`config.mk`:
```
export PLATFORM = sky130hd
export DESIGN_NAME = sha256_stream_hasher_core
export DESIGN_NICKNAME = d
export VERILOG_FILES = /design/src/rtl/sha_pkg.sv /design/src/rtl/sha_front.sv /design/src/rtl/sha_queue.sv /design/src/rtl/sha_back.sv /design/src/rtl/sha256_stream_hasher_core.sv
export SDC_FILE = /design/constraint.sdc
export NUM_CORES = 2
export LEC_CHECK = 0
export BUFFER_PORTS_ARGS = -buffer_cell sky130_fd_sc_hd__clkbuf_2
export CAP_MARGIN = 5
export CORE_MARGIN = 3
export CORE_UTILIZATION = 50
export CTS_CLUSTER_SIZE = 16
export DETAILED_ROUTE_END_ITERATION = 8
export PLACE_DENSITY_LB_ADDON = 0.2
export SYNTH_ARGS = -nofsm -noshare
export SYNTH_HDL_FRONTEND = slang
export SYNTH_SLANG_ARGS = --single-unit
export TNS_END_PERCENT = 20
```
`constraint.sdc`:
```
create_clock -name clk -period 8.05 [get_ports clk]
set_clock_uncertainty 0.1 [all_clocks]
set_input_delay 0 -clock clk [delete_from_list [all_inputs] [get_ports clk]]
set_output_delay 0 -clock clk [all_outputs]
set_load 0.01 [all_outputs]
```
`src/rtl/sha_pkg.sv`:
```
// Shared types, constants and round functions for the SHA-256 stream hasher.
package sha_pkg;

  localparam int unsigned QueueDepthDefault = 4;

  typedef enum logic {
    OP_ABSORB   = 1'b0,
    OP_FINALIZE = 1'b1
  } op_t;

  typedef struct packed {
    logic       operation;
    logic [7:0] data_byte;
  } in_item_t;

  typedef struct packed {
    logic [31:0] digest_word;
    logic [2:0]  word_index;
    logic        last_word;
  } out_item_t;

  // Classified command passed from the front to the back.
  typedef struct packed {
    logic        finalize;
    logic [31:0] word;
    logic [3:0]  word_pos;
    logic        block_full;
    logic [63:0] bit_len;
  } cmd_t;

  typedef enum logic [2:0] {
    ST_IDLE,
    ST_ROUND,
    ST_ADD,
    ST_PAD,
    ST_EMIT
  } back_state_t;

  localparam logic [255:0] InitHash = {
    32'h6a09e667, 32'hbb67ae85, 32'h3c6ef372, 32'ha54ff53a,
    32'h510e527f, 32'h9b05688c, 32'h1f83d9ab, 32'h5be0cd19
  };

  localparam logic [31:0] RoundK [64] = '{
    32'h428a2f98, 32'h71374491, 32'hb5c0fbcf, 32'he9b5dba5,
    32'h3956c25b, 32'h59f111f1, 32'h923f82a4, 32'hab1c5ed5,
    32'hd807aa98, 32'h12835b01, 32'h243185be, 32'h550c7dc3,
    32'h72be5d74, 32'h80deb1fe, 32'h9bdc06a7, 32'hc19bf174,
    32'he49b69c1, 32'hefbe4786, 32'h0fc19dc6, 32'h240ca1cc,
    32'h2de92c6f, 32'h4a7484aa, 32'h5cb0a9dc, 32'h76f988da,
    32'h983e5152, 32'ha831c66d, 32'hb00327c8, 32'hbf597fc7,
    32'hc6e00bf3, 32'hd5a79147, 32'h06ca6351, 32'h14292967,
    32'h27b70a85, 32'h2e1b2138, 32'h4d2c6dfc, 32'h53380d13,
    32'h650a7354, 32'h766a0abb, 32'h81c2c92e, 32'h92722c85,
    32'ha2bfe8a1, 32'ha81a664b, 32'hc24b8b70, 32'hc76c51a3,
    32'hd192e819, 32'hd6990624, 32'hf40e3585, 32'h106aa070,
    32'h19a4c116, 32'h1e376c08, 32'h2748774c, 32'h34b0bcb5,
    32'h391c0cb3, 32'h4ed8aa4a, 32'h5b9cca4f, 32'h682e6ff3,
    32'h748f82ee, 32'h78a5636f, 32'h84c87814, 32'h8cc70208,
    32'h90befffa, 32'ha4506ceb, 32'hbef9a3f7, 32'hc67178f2
  };

  function automatic logic [31:0] rotr(input logic [31:0] x, input int unsigned n);
    rotr = (x >> n) | (x << (32 - n));
  endfunction

  function automatic logic [31:0] ssig0(input logic [31:0] x);
    ssig0 = rotr(x, 7) ^ rotr(x, 18) ^ (x >> 3);
  endfunction

  function automatic logic [31:0] ssig1(input logic [31:0] x);
    ssig1 = rotr(x, 17) ^ rotr(x, 19) ^ (x >> 10);
  endfunction

  function automatic logic [31:0] bsig0(input logic [31:0] x);
    bsig0 = rotr(x, 2) ^ rotr(x, 13) ^ rotr(x, 22);
  endfunction

  function automatic logic [31:0] bsig1(input logic [31:0] x);
    bsig1 = rotr(x, 6) ^ rotr(x, 11) ^ rotr(x, 25);
  endfunction

endpackage

```
`src/rtl/sha_front.sv`:
```
// Front end: packs message bytes into words, counts length, issues commands.
module sha_front import sha_pkg::*; (
  input  logic     clk,
  input  logic     rst_n,
  input  in_item_t in_item,
  input  logic     in_push,
  output logic     in_full,
  output cmd_t     cmd,
  output logic     cmd_valid,
  input  logic     cmd_ready
);

  logic [60:0] count_r, count_nxt;
  logic [23:0] part_r, part_nxt;
  logic        take;
  logic [1:0]  lane;

  assign lane    = count_r[1:0];
  assign in_full = !cmd_ready;
  assign take    = in_push && cmd_ready;

  // A command goes out on finalize or when a word completes.
  always_comb begin
    cmd.finalize   = (in_item.operation == OP_FINALIZE);
    cmd.word       = {part_r, in_item.data_byte};
    cmd.word_pos   = count_r[5:2];
    cmd.block_full = (count_r[5:0] == 6'd63);
    cmd.bit_len    = {count_r, 3'b000};
    cmd_valid      = take && (cmd.finalize || lane == 2'd3);
  end

  // Partial word and byte count.
  always_comb begin
    count_nxt = count_r;
    part_nxt  = part_r;
    if (take) begin
      if (in_item.operation == OP_FINALIZE) begin
        count_nxt = '0;
      end else begin
        count_nxt = count_r + 61'd1;
        case (lane)
          2'd0:    part_nxt = {in_item.data_byte, 16'h0};
          2'd1:    part_nxt = {part_r[23:16], in_item.data_byte, 8'h0};
          2'd2:    part_nxt = {part_r[23:8], in_item.data_byte};
          default: part_nxt = part_r;
        endcase
      end
    end
  end

  always_ff @(posedge clk) begin
    if (!rst_n) begin
      count_r <= '0;
    end else begin
      count_r <= count_nxt;
    end
    part_r <= part_nxt;
  end

endmodule

```
`src/rtl/sha_queue.sv`:
```
// Small command queue between front and back.
module sha_queue import sha_pkg::*; #(
  parameter int unsigned Depth = QueueDepthDefault
) (
  input  logic clk,
  input  logic rst_n,
  input  cmd_t wr_data,
  input  logic wr_en,
  output logic wr_ready,
  output cmd_t rd_data,
  output logic rd_valid,
  input  logic rd_en
);

  localparam int unsigned Aw = (Depth > 1) ? $clog2(Depth) : 1;

  cmd_t           mem_r [Depth];
  logic [Aw-1:0]  wp_r, rp_r;
  logic [Aw:0]    cnt_r;

  assign wr_ready = (cnt_r != (Aw+1)'(Depth));
  assign rd_valid = (cnt_r != '0);
  assign rd_data  = mem_r[rp_r];

  function automatic logic [Aw-1:0] inc(input logic [Aw-1:0] p);
    inc = (p == Aw'(Depth - 1)) ? '0 : p + Aw'(1);
  endfunction

  // Pointers and fill count.
  always_ff @(posedge clk) begin
    if (!rst_n) begin
      wp_r  <= '0;
      rp_r  <= '0;
      cnt_r <= '0;
    end else begin
      if (wr_en) wp_r <= inc(wp_r);
      if (rd_en) rp_r <= inc(rp_r);
      cnt_r <= cnt_r + (Aw+1)'(wr_en) - (Aw+1)'(rd_en);
    end
  end

  always_ff @(posedge clk) begin
    if (wr_en) mem_r[wp_r] <= wr_data;
  end

endmodule

```
`src/rtl/sha_back.sv`:
```
// Back end: schedule, one compression round per cycle, padding and digest output.
module sha_back import sha_pkg::*; (
  input  logic      clk,
  input  logic      rst_n,
  input  cmd_t      cmd,
  input  logic      cmd_valid,
  output logic      cmd_pop,
  output out_item_t out_item,
  output logic      out_empty,
  input  logic      out_pop
);

  back_state_t  state_r, state_nxt;
  logic [31:0]  w_r [16];
  logic [31:0]  h_r [8];
  logic [31:0]  v_r [8];
  logic [5:0]   rnd_r;
  logic [3:0]   fill_r;      // next word slot to fill during padding
  logic         fin_r;       // finalize in progress
  logic         last_blk_r;  // the block in flight holds the length
  logic [63:0]  len_r;
  logic [2:0]   oidx_r;
  logic         ovalid_r;
  out_item_t    obuf_r;

  logic [31:0] w_cur, w_new, t1, t2;
  logic        obuf_free;

  assign obuf_free = !ovalid_r || out_pop;
  assign out_item  = obuf_r;
  assign out_empty = !ovalid_r;
  assign w_cur     = w_r[0];
  assign w_new     = ssig1(w_r[14]) + w_r[9] + ssig0(w_r[1]) + w_r[0];
  assign t1 = v_r[7] + bsig1(v_r[4]) + ((v_r[4] & v_r[5]) ^ (~v_r[4] & v_r[6]))
            + RoundK[rnd_r] + w_cur;
  assign t2 = bsig0(v_r[0]) + ((v_r[0] & v_r[1]) ^ (v_r[0] & v_r[2]) ^ (v_r[1] & v_r[2]));

  // Next state. A finalize whose 0x80 lands in the last word needs no
  // padding in this block and goes straight to compression.
  always_comb begin
    state_nxt = state_r;
    case (state_r)
      ST_IDLE: begin
        if (cmd_valid) begin
          if (cmd.finalize) state_nxt = (cmd.word_pos == 4'd15) ? ST_ROUND : ST_PAD;
          else if (cmd.block_full) state_nxt = ST_ROUND;
        end
      end
      ST_ROUND: if (rnd_r == 6'd63) state_nxt = ST_ADD;
      ST_ADD: begin
        if (!fin_r) state_nxt = ST_IDLE;
        else if (last_blk_r) state_nxt = ST_EMIT;
        else state_nxt = ST_PAD;
      end
      ST_PAD: if (fill_r == 4'd15) state_nxt = ST_ROUND;
      ST_EMIT: if (obuf_free && oidx_r == 3'd7) state_nxt = ST_IDLE;
      default: state_nxt = ST_IDLE;
    endcase
  end

  // Outputs toward the queue.
  always_comb begin
    cmd_pop = (state_r == ST_IDLE) && cmd_valid;
  end

  // Datapath registers.
  always_ff @(posedge clk) begin
    case (state_r)
      ST_IDLE: begin
        if (cmd_valid && !cmd.finalize) w_r[cmd.word_pos] <= cmd.word;
        if (cmd_valid && cmd.finalize) begin
          // The 0x80 byte lands after the bytes already held in the word.
          case (cmd.bit_len[4:3])
            2'd0:    w_r[cmd.word_pos] <= 32'h80000000;
            2'd1:    w_r[cmd.word_pos] <= {cmd.word[31:24], 24'h800000};
            2'd2:    w_r[cmd.word_pos] <= {cmd.word[31:16], 16'h8000};
            default: w_r[cmd.word_pos] <= {cmd.word[31:8], 8'h80};
          endcase
          len_r <= cmd.bit_len;
        end
        for (int i = 0; i < 8; i++) v_r[i] <= h_r[i];
      end
      ST_ROUND: begin
        for (int i = 0; i < 15; i++) w_r[i] <= w_r[i+1];
        w_r[15] <= w_new;
        v_r[7] <= v_r[6];
        v_r[6] <= v_r[5];
        v_r[5] <= v_r[4];
        v_r[4] <= v_r[3] + t1;
        v_r[3] <= v_r[2];
        v_r[2] <= v_r[1];
        v_r[1] <= v_r[0];
        v_r[0] <= t1 + t2;
      end
      ST_PAD: begin
        if (last_blk_r && fill_r == 4'd14) w_r[14] <= len_r[63:32];
        else if (last_blk_r && fill_r == 4'd15) w_r[15] <= len_r[31:0];
        else w_r[fill_r] <= 32'h0;
        for (int i = 0; i < 8; i++) v_r[i] <= h_r[i];
      end
      ST_EMIT: begin
        if (obuf_free) begin
          obuf_r.digest_word <= h_r[oidx_r];
          obuf_r.word_index  <= oidx_r;
          obuf_r.last_word   <= (oidx_r == 3'd7);
        end
      end
      default: ;
    endcase
  end

  // Control registers and chaining values.
  always_ff @(posedge clk) begin
    if (!rst_n) begin
      state_r    <= ST_IDLE;
      rnd_r      <= '0;
      fill_r     <= '0;
      fin_r      <= 1'b0;
      last_blk_r <= 1'b0;
      oidx_r     <= '0;
      ovalid_r   <= 1'b0;
      for (int i = 0; i < 8; i++) h_r[i] <= InitHash[255-32*i -: 32];
    end else begin
      state_r <= state_nxt;
      // The output buffer refills while emitting, otherwise a pop empties it.
      if (state_r == ST_EMIT && obuf_free) ovalid_r <= 1'b1;
      else if (out_pop) ovalid_r <= 1'b0;
      case (state_r)
        ST_IDLE: begin
          rnd_r <= '0;
          if (cmd_valid && cmd.finalize) begin
            fin_r      <= 1'b1;
            fill_r     <= cmd.word_pos + 4'd1;
            // Length fits when 0x80 sits at byte 55 or earlier.
            last_blk_r <= (cmd.bit_len[8:3] < 6'd56);
          end
        end
        ST_ROUND: rnd_r <= rnd_r + 6'd1;
        ST_ADD: begin
          for (int i = 0; i < 8; i++) h_r[i] <= h_r[i] + v_r[i];
          if (fin_r && !last_blk_r) begin
            last_blk_r <= 1'b1;
            fill_r     <= '0;
          end
        end
        ST_PAD: begin
          fill_r <= fill_r + 4'd1;
          rnd_r  <= '0;
        end
        ST_EMIT: begin
          if (obuf_free) begin
            oidx_r <= oidx_r + 3'd1;
            if (oidx_r == 3'd7) begin
              fin_r <= 1'b0;
              for (int i = 0; i < 8; i++) h_r[i] <= InitHash[255-32*i -: 32];
            end
          end
        end
        default: ;
      endcase
    end
  end

endmodule

```
`src/rtl/sha256_stream_hasher_core.sv`:
```
// Top level of the SHA-256 stream hasher.
//
//  channel | direction | handshake        | payload
//  in_     | input     | in_push/in_full  | in_item (operation, data_byte)
//  out_    | output    | out_pop/out_empty| out_item (digest_word, word_index, last_word)
//
// Each absorbed byte is packed in the front; every fourth byte moves a word into
// the back through a short queue. The back takes in words only while idle, then
// runs the compression rounds and one add step per full block, and takes no new
// word while a block is compressing.
// Finalize takes padding, one or two compressions and eight
// digest words. Reset is synchronous and restores the initial hash values.
// A stalled output holds the back; the front keeps taking bytes until the queue fills.
module sha256_stream_hasher_core import sha_pkg::*; #(
  parameter int unsigned QueueDepth = QueueDepthDefault
) (
  input  logic      clk,
  input  logic      rst_n,
  input  in_item_t  in_item,
  input  logic      in_push,
  output logic      in_full,
  output out_item_t out_item,
  output logic      out_empty,
  input  logic      out_pop
);

  cmd_t fcmd, qcmd;
  logic fvalid, qready, qvalid, qpop;

  sha_front u_front (
    .clk, .rst_n, .in_item, .in_push, .in_full,
    .cmd(fcmd), .cmd_valid(fvalid), .cmd_ready(qready)
  );

  sha_queue #(.Depth(QueueDepth)) u_queue (
    .clk, .rst_n, .wr_data(fcmd), .wr_en(fvalid), .wr_ready(qready),
    .rd_data(qcmd), .rd_valid(qvalid), .rd_en(qpop)
  );

  sha_back u_back (
    .clk, .rst_n, .cmd(qcmd), .cmd_valid(qvalid), .cmd_pop(qpop),
    .out_item, .out_empty, .out_pop
  );

endmodule

```
==> flow_summary.json <==
{
  "slew_viol_final": 0,
  "die_y_um": 431.0,
  "final_layout_size_suffix_gt1_frac": 0.1512,
  "drt_wl_total_um": 280300,
  "clockRootBuffer": "clkbuf_16",
  "outcome": "finished, violations left",
  "clock_latency_ps": 860,
  "finalSetupTns_ps": -14.24,
  "slew_headroom": 0.1956,
  "synth_edf_count": 1397,
  "critPathKind": "flop to flop",
  "numCtsBuffers": 173,
  "fmax_mhz": 124.1,
  "grt_pass1_wl_um": 416400,
  "syn_area_per_cell_um2": 11.45,
  "nets": 8860,
  "antenna_found_initial": 5,
  "core_area_mm2": 0.1790,
  "min_to": "u_front.count_r[0]$_SDFFE_PN0P_",
  "critPathMaxFanout": 6,
  "cts.sink_count": 1614,
  "portBuffers": 50,
  "drt_iter0_markers": 6275,
  "max-cap-violations": 0,
  "synth-seq-cells": 1614,
  "mappedNetlistNets": 8509,
  "cp_common_cell": "fa_1",
  "hpwl_um": 200900,
  "async_reset_ff_frac": 0,
  "setup_viol": 2,
  "yosysTopAreaCell": "edfxtp_1",
  "syn_inst": 7892,
  "syn_area_mm2": 0.09033,
  "hold_violations": 0,
  "grt_max_degree": 251,
  "fin_hold_ws_ps": 177.0,
  "synth-main-ff-cell": "edfxtp_1",
  "dr.pass1.iters": 6,
  "grt_usage": 0.3004,
  "whs_path_depth": 6,
  "path_buf_inv": 8,
  "vias": 64520,
  "layout_setup_ws_ps": -8.130,
  "r2r_setup_slack_ps": -8,
  "synth_top_area_share": 0.4644,
  "gr-total-overflow": 0,
  "wl_per_cell_um": 26.07,
  "layout_min_cycle_time_ps": 8058,
  "path_clk_slew_ps": 60,
  "initial_core_util": 0.5046,
  "cts_max_path_buffers": 3,
  "cpPeakStageDelay_ps": 510,
  "viasPerCell": 6.000,
  "arrival_ps": 8530,
  "gp_congestion": 0.9695,
  "r2r-end": "u_back.v_r[0][31]$_DFFE_PP_",
  "seq_area_frac_synth": 0.5125,
  "io_pins": 51,
  "fp.dieArea_mm2": 0.1858,
  "drc": 0,
  "violations": "setup timing",
  "ff2ff_path_depth": 39,
  "critPathTopFamily": "compound AO/OA/AOI/OAI gates",
  "ys_types": 94,
  "ctsHtreeMaxLevel": 4,
  "pre_cts_slack_ps": -721.3,
  "final_cells": 10750,
  "min_path_type": "input pin to flop",
  "rows": 155,
  "dp_cells": 10380,
  "startpoint_type": "flop",
  "slowest_stage": "fa_1",
  "rsz0062_at_grt": "yes",
  "yosysMostFrequentCell": "edfxtp_1",
  "n_fill_cell": 14830,
  "end_kind": "flop",
  "hold_start": "in_push",
  "synthTopCellsByArea": "edfxtp_1 46%, ha_1 5.7%, a21o_1 5.0%",
  "synth_common_cells": "1397 x edfxtp_1, 1036 x nand2_1, 607 x a21o_1",
  "synthToLayoutAreaGrowth_pct": 14.18,
  "rr_startpoint": "u_back.rnd_r[1]$_SDFFE_PN0P_",
  "finalCritPeriodShare": 1.001,
  "grt_pass1_vias": 63840,
  "cp.required_ps": 8520,
  "ant_nets": 0,
  "ys_warn_count": 0,
  "cts_tree": "built",
  "worst_pin_slew_ps": 1201,
  "die_x_um": 431.0
}
-- placed cells by master (no fill, tap or decap), drive strengths merged, types with 36 or more instances in the layout --
cell type	Yosys	final
edfxtp	1397	1397
nand2	1036	1036
a21o	607	607
buf	57	521
a21oi	483	483
nor2	445	445
ha	408	408
xnor2	407	407
o21ai	356	356
inv	291	296
clkbuf	370	281
dfxtp	217	217
xor2	213	213
fa	196	196
mux4	165	165
nand3	111	111
nor3	107	107
nor2b	97	97
nand2b	87	87
clkinv	2	68
o21a	63	63
and3	58	58
o211ai	53	53
or3	48	48
a211oi	46	46
o21bai	41	41
a31oi	41	41
mux2	40	40
and2	38	38
mux2i	37	37
o22ai	36	36
o31ai	36	36
-- routing by layer --
layer / part of all wire / track usage / vias up
li1: - / - / 29340
met1: 0.40 / 0.3861 / 32240
met2: 0.48 / 0.4897 / 2325
met3: 0.064 / 0.04581 / 610
met4: 0.064 / 0.1658 / 4
met5: 0.000064 / 0 / -
-- metrics by stage --
stage	utilization	cell area [µm²]
4_1_cts	0.5732	102600
6_report	0.5762	103100
5_1_grt	0.5761	103100
3_3_place_gp	0.5377	96240
3_5_place_dp	0.5377	96240
2_1_floorplan	-	90410
-- logic make-up (layout without fill, tap and decap cells) --
kind of cell,after synthesis,in the layout,share of synthesized area
and+or+nand+nor,2127,2127,0.1041
adders and majority gates,630,630,0.1028
buffers and inverters,720,1220,0.03015
muxes,242,242,0.05023
AOI/OAI and AO/OA,1939,1939,0.1400
xor gates and xnor gates,620,620,0.06012
other,0,6,0
DFF,1614,1614,0.5125
-- layout make-up --
class | instances | area (µm²) | share of cell area
sequential | 1614 | 46330 | 0.4492
multi-input combinational | 5558 | 42400 | 0.4111
timing repair buffer | 603 | 4631 | 0.04490
clock buffer | 231 | 4597 | 0.04457
tap | 2355 | 2947 | 0.02857
inverter | 293 | 1117 | 0.01083
clock inverter | 93 | 1106 | 0.01072
antenna | 6 | 15.01 | 0.0001456
-- worst min-delay path, cell delays in order --
cell	delay (ps)
dlygate4sd3_1	530
clkbuf_2	120
nor2b_1	140
buf_4	180
xnor2_1	70
nor2_1	70
-- worst max path at each step --
| stage | end | slack, ps | depth (start not counted) | startpoint |
|---|---|---|---|---|
| after floorplan | u_back.v_r[0][30]$_DFFE_PP_ | 4 | 38 | u_back.rnd_r[1]$_SDFFE_PN0P_ |
| after detailed placement | u_back.v_r[0][30]$_DFFE_PP_ | -720 | 34 | u_back.rnd_r[0]$_SDFFE_PN0P_ |
| after CTS | u_back.v_r[0][30]$_DFFE_PP_ | -7 | 39 | u_back.rnd_r[0]$_SDFFE_PN0P_ |
| after global placement | u_back.v_r[0][31]$_DFFE_PP_ | -690 | 34 | u_back.rnd_r[0]$_SDFFE_PN0P_ |
| after global routing | u_back.v_r[0][30]$_DFFE_PP_ | -370 | 36 | u_back.rnd_r[1]$_SDFFE_PN0P_ |
| final | u_back.v_r[0][31]$_DFFE_PP_ | -8 | 39 | u_back.rnd_r[1]$_SDFFE_PN0P_ |
-- sequential cells by signal, summed over array words and instances (netlist names), 2 cells and up, named ones only --
signal / flops
u_back.w_r: 512
u_queue.mem_r: 380
u_back.h_r: 256
u_back.v_r: 256
u_back.len_r: 61
u_front.count_r: 61
u_back.out_item: 36
u_front.part_r: 24
u_back.rnd_r: 6
u_back.fill_r: 4
u_back.oidx_r: 3
u_back.state_r: 3
u_queue.cnt_r: 3
u_queue.rp_r: 2
u_queue.wp_r: 2
-- what timing repair did --
| action | in CTS | in global routing |
|---|---|---|
| endpoints found under the hold margin | 174 | 0 |
| resized for setup | 61 | 107 |
| pin swaps | 22 | 44 |
| buffers inserted | 6 | 4 |
| endpoints found under the setup margin | 17 | 19 |
| hold buffers | 32 | 0 |
Power is not shown: default switching activity piles up to over one toggle a cycle in this logic, so the estimate is an artifact.
